File: config.mk
export PLATFORM = sky130hd
export DESIGN_NAME = ppv_ctrl
export DESIGN_NICKNAME = d
export VERILOG_FILES = /design/src/hw/rtl/ppv_pkg.sv /design/src/hw/rtl/ppv_ctrl.sv
export SDC_FILE = /design/constraint.sdc
export NUM_CORES = 1
export LEC_CHECK = 0
export BUFFER_PORTS_ARGS = -buffer_cell sky130_fd_sc_hd__buf_2
export CAP_MARGIN = 40
export CELL_PAD_IN_SITES_DETAIL_PLACEMENT = 0
export CELL_PAD_IN_SITES_GLOBAL_PLACEMENT = 1
export CORE_AREA = 2 2 39 41
export CTS_BUF_LIST = sky130_fd_sc_hd__clkbuf_4
export DETAILED_ROUTE_END_ITERATION = 16
export DIE_AREA = 0 0 41 43
export HOLD_SLACK_MARGIN = 0.02
export PLACE_DENSITY = 0.73
export SETUP_SLACK_MARGIN = 0.5
export SLEW_MARGIN = 20
export SYNTH_ARGS = -nofsm -noshare
export SYNTH_HDL_FRONTEND = slang
export SYNTH_SLANG_ARGS = --single-unit
File: constraint.sdc
create_clock -name clk -period 1.95 [get_ports clk]
set_clock_uncertainty 0.2 [all_clocks]
set_input_delay 0.0975 -clock clk [delete_from_list [all_inputs] [get_ports clk]]
set_output_delay 0.0975 -clock clk [all_outputs]
set_load 0.005 [all_outputs]
File: src/hw/rtl/ppv_pkg.sv
`default_nettype none
// ---------------------------------------------------------------------------
// ppv_pkg: shared types and helpers for the polyline point validator
// Sizes, verdict codes, controller/datapath interface structs and the
// orientation and bounding-box helpers used by the scan datapath.
// ---------------------------------------------------------------------------
package ppv_pkg;

  // store depth and coordinate size
  localparam int MAX_POINTS   = 16;
  localparam int COORD_BITS   = 8;
  localparam int CNT_BITS     = $clog2(MAX_POINTS + 1);
  localparam int IDX_BITS     = (MAX_POINTS > 2) ? $clog2(MAX_POINTS) : 1;
  localparam int OUT_CNT_BITS = 5;

  // orientation arithmetic widths
  localparam int DIFF_BITS = COORD_BITS + 1;
  localparam int PROD_BITS = 2 * DIFF_BITS;
  localparam int ORI_BITS  = PROD_BITS + 1;

  typedef logic signed [COORD_BITS-1:0] coord_t;
  typedef logic [CNT_BITS-1:0]          cnt_t;
  typedef logic signed [ORI_BITS-1:0]   ori_val_t;

  typedef enum logic [2:0] {
    V_ACCEPT = 3'd0,
    V_CLEAR  = 3'd1,
    V_DUP    = 3'd2,
    V_ONSEG  = 3'd3,
    V_CROSS  = 3'd4,
    V_FULL   = 3'd5
  } verdict_t;

  typedef enum logic [1:0] {
    ORI_COL = 2'd0,
    ORI_POS = 2'd1,
    ORI_NEG = 2'd2
  } ori_t;

  // controller to datapath
  typedef struct packed {
    logic load;    // capture request, reset scan flags
    logic issue;   // read next stored vertex
    logic commit;  // resolve verdict, update store and result
  } ppv_cmd_t;

  // datapath to controller
  typedef struct packed {
    logic full;
    logic empty;
    logic last_issue;
    logic pipe_busy;
  } ppv_sts_t;

  // signed cross product of (c-b) and (b-a), one multiply level and a subtract
  function automatic ori_val_t orient_val(input coord_t ax, ay, bx, by, cx, cy);
    logic signed [DIFF_BITS-1:0] d1, d2, d3, d4;
    logic signed [PROD_BITS-1:0] p1, p2;
    d1 = DIFF_BITS'(by) - DIFF_BITS'(ay);
    d2 = DIFF_BITS'(cx) - DIFF_BITS'(bx);
    d3 = DIFF_BITS'(bx) - DIFF_BITS'(ax);
    d4 = DIFF_BITS'(cy) - DIFF_BITS'(by);
    p1 = PROD_BITS'(d1) * PROD_BITS'(d2);
    p2 = PROD_BITS'(d3) * PROD_BITS'(d4);
    return ORI_BITS'(p1) - ORI_BITS'(p2);
  endfunction

  function automatic ori_t orient_cls(input ori_val_t v);
    if (v == '0) return ORI_COL;
    else if (v > 0) return ORI_POS;
    else return ORI_NEG;
  endfunction

  // point p within the bounding box of segment a-b
  function automatic logic in_box(input coord_t ax, ay, bx, by, px, py);
    coord_t lx, hx, ly, hy;
    lx = (ax < bx) ? ax : bx;
    hx = (ax < bx) ? bx : ax;
    ly = (ay < by) ? ay : by;
    hy = (ay < by) ? by : ay;
    return (px >= lx) && (px <= hx) && (py >= ly) && (py <= hy);
  endfunction

endpackage
`default_nettype wire

File: src/hw/rtl/ppv_ctrl.sv
`default_nettype none
// ---------------------------------------------------------------------------
// ppv_ctrl: sequencing controller
// Handles both handshakes, steps the vertex scan and commits one result
// per request into the output register.
// ---------------------------------------------------------------------------
module ppv_ctrl (
  input  wire logic              clk,
  input  wire logic              rst_n,
  input  wire logic              in_valid,
  output logic                   in_ready,
  input  wire logic              in_op,
  output logic                   out_valid,
  input  wire logic              out_ready,
  input  wire ppv_pkg::ppv_sts_t sts,
  output ppv_pkg::ppv_cmd_t      cmd
);

  typedef enum logic [3:0] {
    S_IDLE   = 4'b0001,
    S_ISSUE  = 4'b0010,
    S_DRAIN  = 4'b0100,
    S_DECIDE = 4'b1000
  } state_t;

  state_t state_r, state_nxt;
  logic   out_valid_r, out_valid_nxt;

  // next state and commands
  always_comb begin
    state_nxt  = state_r;
    cmd        = '0;
    in_ready   = 1'b0;
    unique case (state_r)
      S_IDLE: begin
        in_ready = 1'b1;
        if (in_valid) begin
          cmd.load = 1'b1;
          // clears, full store and empty store need no scan
          if (!in_op || sts.full || sts.empty) state_nxt = S_DECIDE;
          else state_nxt = S_ISSUE;
        end
      end
      S_ISSUE: begin
        cmd.issue = 1'b1;
        if (sts.last_issue) state_nxt = S_DRAIN;
      end
      S_DRAIN: begin
        if (!sts.pipe_busy) state_nxt = S_DECIDE;
      end
      S_DECIDE: begin
        if (!out_valid_r || out_ready) begin
          cmd.commit = 1'b1;
          state_nxt  = S_IDLE;
        end
      end
      default: state_nxt = S_IDLE;
    endcase
  end

  // result slot occupancy
  always_comb begin
    if (cmd.commit) out_valid_nxt = 1'b1;
    else if (out_ready) out_valid_nxt = 1'b0;
    else out_valid_nxt = out_valid_r;
  end

  always_ff @(posedge clk) begin
    if (!rst_n) begin
      state_r     <= S_IDLE;
      out_valid_r <= 1'b0;
    end else begin
      state_r     <= state_nxt;
      out_valid_r <= out_valid_nxt;
    end
  end

  assign out_valid = out_valid_r;

endmodule
`default_nettype wire

==> results.ini, run 1 <==
[floorplan]
ios=14
dieWidth_um=41
die_h_um=43
rows=14
start_util_pct=25.9
die_area_mm2=0.00176
core_area_mm2=0.00138

[critical_path]
ff2ff_path_depth=4
path_class=register to register
cp_max_fo=7
crit_chain=or3b_4, a21boi_4, o32ai_2, and2_1
cp-end-kind=register
r2r_end=state_r[1]
worstPathRequired_ns=1.89
cpPeakStageDelay_ns=0.40
cp_top_family=simple AND/OR/NAND/NOR gates
path_buf_inv=0
cp-start-kind=register
critPathArrivalTime_ns=1.47
setup.worst_path.end=state_r[1]
r2r-start=state_r[0]
slowest_stage=or3b_4
r2r_slack_ns=0.42
cp.depth=4
crit_path_start=state_r[0]

[min_path]
min_path_type=input port to register
worstHoldPathCells=3

[finish]
nFillCells=134
nets=74
postLayoutCellArea_um2=603
n_antenna_cell=0
layout-drive-gt1-share_pct=60.9
syn2layout_area_growth_pct=68.5
fin_cells=80

[sta]
worst-slew-pin-transition_ns=0.430
setup_viol=0
max_freq_ghz=0.655
layout_setup_ws_ns=0.422
slew_viol_final=0
finalCritPeriodShare_pct=78.3
finalHoldViolations=0
slew_headroom_pct=71.3
finalCriticalPeriod_ns=1.53
fin_tns_setup_ns=0
rsz0062_at_grt=yes

[power]
leakage_nw=0.279
power_density_mw_per_mm2=916
vdd_drop_max_mv=0.270
total_power_w=0.000553

[logic_synthesis]
synth_area_leader_cell=dfxtp_1
ys_warn_count=0
synth.cells.most_frequent=dfxtp_1, and2_1, inv_1, o21ai_1
netlist_area_um2=358
yosys.cell_count.top_type=dfxtp_1
async_flop_share_pct=0
yosys.area.top_type_share_pct=28.0
syn-mean-instance-area_um2=9.18
synth-adder-area-share_pct=0
synth-seq-cells=5
synth_nets=48
yosysSeqAreaShare_pct=28.0
synth.area.top_cells=dfxtp_1, nor4b_2, buf_6
synth-xor-area-share_pct=2.45
synth-simple-area-share_pct=34.3
synth_top_family_by_area=simple AND/OR/NAND/NOR gates
synth_edf_count=0
synth_compound_area_share_pct=23.8
synth_mux_area_share_pct=0
yosys.cell_types.count=23
syn-instance-count=39
synth_flop_cell=dfxtp_1

[place]
place_area_um2=414
pre_cts_ws_ns=0.411
io_buffer_count=13
dp_cells=65
place_congestion=0.781

[global_route]
antenna_found_initial=0
grt_pass1_vias=319
overflow=0
grt_max_degree=9
grt.total_usage_pct=11.4
grt_pass1_wl_um=1320

[detailed_routing]
first_pass_iters=4
num_vias=378
routed_wl_um=891
drcViolationCount=0
drtAntennaViolNets=0
drt_iter0_drc=2
wl_per_cell_um=11.1
vias_per_cell=4.73

[outcome]
status=complete, no violations

[run]
max_cap_violations=0

[clocking]
cts_tree=done
cts_buffers=3
clkLatencyLatePin_ns=0.25
cts_root_buffer=clkbuf_4
path_clk_slew_ns=0.04
ctsHtreeMaxLevel=1
clock-sinks=5
cts.path.max_buffers=2

-- state kept, by name (all words and copies together) (netlist names) --
signal	flops
state_r	4
out_valid	1
-- logic make-up (layout without fill, tap and decap cells) --
family	count (synthesis)	after routing
buffers and inverters	6	31
and+or+nand+nor	15	15
xor gates and xnor gates	1	1
DFF	5	5
AOI/OAI and AO/OA	12	12
-- routing by layer --
layer  vias to the layer above  share of wire (%)  global-route usage, %
li1                        192                  -                      -
met5                         -                  0                      0
met2                        11                 51                   14.4
met1                       172                 41                   14.8
met3                         3                5.2                   4.71
met4                         0                3.1                   8.00
-- power by group --
part	internal, W	leakage [nW]	switching (W)
clock	0.0000912	0.0184	0.0000426
combinational	0.000158	0.217	0.0000995
sequential	0.000125	0.0432	0.0000366
-- metrics by stage --
stage,hold slack [ns],util (%)
finish,0.0502,43.6
global route,0.0619,43.6
CTS,-0.116,38.6
detailed placement,0.141,29.9
global placement,0.147,29.9
floorplan,-0.0138,-
-- worst min-delay path by stage --
stage / start / to / slack (ns)
floorplan: rst_n / state_r[0] / -0.01
global placement: rst_n / state_r[0] / 0.15
detailed placement: rst_n / state_r[0] / 0.14
CTS: in_valid / state_r[0] / -0.12
global route: out_ready / out_valid / 0.06
finish: out_ready / out_valid / 0.05
-- area by class of cell --
cell class | count | area [um2] | area share, %
clock buffers | 4 | 30.0 | 4.98
inverters | 3 | 11.3 | 1.87
multi-input cells | 28 | 268 | 44.4
flip-flops and latches | 5 | 115 | 19.1
well taps | 16 | 20.0 | 3.32
repair buffers | 24 | 159 | 26.3
-- timing repair --
item | 4_1_cts | 5_1_grt
endpoints found under the setup margin | 7 | 7
hold endpoints to repair | 5 | 1
pin swaps | 4 | 6
hold buffers | 2 | 1
setup buffers | 4 | 4
gates resized for setup | 11 | 8
-- tightest hold or removal path, delay by kind of cell --
family | cells | cell delay (ns)
compound gates | 1 | 0.18
simple gates | 1 | 0.09
buf+inv | 1 | 0.08
-- cell usage in the layout, fill, tap and decap left out, drive strengths merged --
cell type / synthesis / final
a21oi: 2 / 2
o21a: 1 / 1
nor4b: 3 / 3
and2: 3 / 3
a21boi: 1 / 1
o21ai: 5 / 5
nand3: 1 / 1
nand3b: 2 / 2
buf: 3 / 21
o32ai: 1 / 1
inv: 3 / 3
a21o: 1 / 1
dlygate4sd3: 0 / 3
dfxtp: 5 / 5
nor2: 1 / 1
nand2: 1 / 1
clkbuf: 0 / 4
nor2b: 2 / 2
or3b: 2 / 2
xor2: 1 / 1
o211ai: 1 / 1
Power figures use the tool's default switching activity.
==> run 2, diff against run 1 <==
- clock period: 1.95 -> 1.47 ns (I/O delays scaled with it)
==> results.ini, run 2 (synthesis results as in run 1) <==
[floorplan]
dieWidth_um=41
die_area_mm2=0.00176
start_util_pct=25.9
die_h_um=43
rows=14
core_area_mm2=0.00138
ios=14

[sta]
finalCritPeriodShare_pct=106
slew_headroom_pct=72.9
worst_hold_slack_ns=-0.0933
finalHoldViolations=5
worst-slew-pin-transition_ns=0.405
max_freq_ghz=0.644
fin_tns_setup_ns=-0.155
rsz0062_at_grt=yes
layout_setup_ws_ns=-0.0826
setup_viol=3
finalCriticalPeriod_ns=1.55
slew_viol_final=0

[place]
place_congestion=0.745
hpwl_um=637
pre_cts_ws_ns=-0.00358
io_buffer_count=13
dp_cells=70

[clocking]
cts_root_buffer=clkbuf_4
cts.path.max_buffers=2
cts_buffers=3
ctsHtreeMaxLevel=1
cts_tree=done
clock-sinks=5
clkLatencyLatePin_ns=0.24
holdBufCountCts=1
path_clk_slew_ns=0.04

[finish]
layout-drive-gt1-share_pct=69.2
nets=75
n_antenna_cell=0
layout_common_cells=buf_2, buf_4, o21ai_1, clkbuf_4
final_common_cell=buf_2
fin_cells=81
nFillCells=136
largest-register=state_r
largest_reg_flops=4
syn2layout_area_growth_pct=71.7

[detailed_routing]
wl_per_cell_um=11.0
drcViolationCount=0
vias_per_cell=4.73
first_pass_iters=4
drtAntennaViolNets=0
num_vias=383
drt_iter0_drc=8
routed_wl_um=892

[power]
power_density_mw_per_mm2=1120
leakage_nw=0.276
total_power_w=0.000687
vdd_drop_max_mv=0.348

[critical_path]
cp_max_fo=4
path_class=register to output port
cp-start-kind=register
r2r_slack_ns=-0.03
ff2ff_path_depth=4
r2r_end=state_r[1]
cp-end-kind=output port
critPathArrivalTime_ns=1.28
r2r-start=state_r[0]
crit_path_start=state_r[2]
setup.worst_path.end=cmd[0]
worstPathRequired_ns=1.20

[min_path]
min_path_type=input port to register

[outcome]
violations=negative hold slack, negative setup slack
status=finished, violations left

[run]
max_cap_violations=0

[global_route]
grt_pass1_vias=336
antenna_found_initial=0
grt_pass1_wl_um=1300
grt_max_degree=7
grt.total_usage_pct=11.1
overflow=0

-- run 2: changes by cell type in the layout (fill, tap and decap cells not counted), sizes merged --
cell / change
buf: +3
dlygate4sd3: -2
-- run 2: how the worst min path moves through the flow --
stage | to | startpoint | depth (start not counted)
after CTS | out_valid | rst_n | 2
after detailed placement | state_r[0] | rst_n | 2
after global routing | state_r[0] | in_valid | 2
final | out_valid | rst_n | 2
after floorplan | state_r[0] | rst_n | 1
after global placement | state_r[3] | rst_n | 2
-- run 2: what timing repair did --
item,4_1_cts,5_1_grt
setup endpoints to repair,9,9
hold endpoints to repair,5,5
buffers inserted,5,1
pin swaps,8,2
resized for setup,14,7
-- run 2: worst max-delay path, cell delays in order, from the launching register on --
cell and delay (ns):
dfxtp_4 0.36, nor4b_4 0.30, buf_4 0.17, nor2b_4 0.11, buf_2 0.10
-- run 2: through the flow --
stage / hold WS (ns) / instance area [um2] / util [%]
after floorplan: -0.0378 / 362 / -
after CTS: -0.0937 / 577 / 41.7
after global routing: -0.0969 / 614 / 44.4
after global placement: 0.156 / 454 / 32.8
final: -0.0933 / 614 / 44.4
after detailed placement: 0.153 / 454 / 32.8
-- run 2: area by class of cell --
type / count / area, um2 / share of cell area (%)
timing repair buffer: 25 / 171 / 27.9
tap: 16 / 20.0 / 3.26
multi-input combinational: 28 / 269 / 43.8
inverter: 3 / 13.8 / 2.24
clock buffer: 4 / 30.0 / 4.89
sequential: 5 / 110 / 17.9
-- run 2: report_power, final --
| part | total (W) | internal [W] | switching, W |
|---|---|---|---|
| logic | 0.000327 | 0.000181 | 0.000146 |
| registers | 0.000186 | 0.000161 | 0.0000247 |
| clock network | 0.000174 | 0.000121 | 0.0000531 |
| total | 0.000687 | 0.000463 | 0.000224 |
-- run 2: per-layer routing --
layer	wire length (um)	GRT usage, %	vias up
met4	0	4.00	0
li1	-	-	191
met3	42	6.28	0
met2	472	16.6	10
met1	376	12.8	182
met5	0	0	-
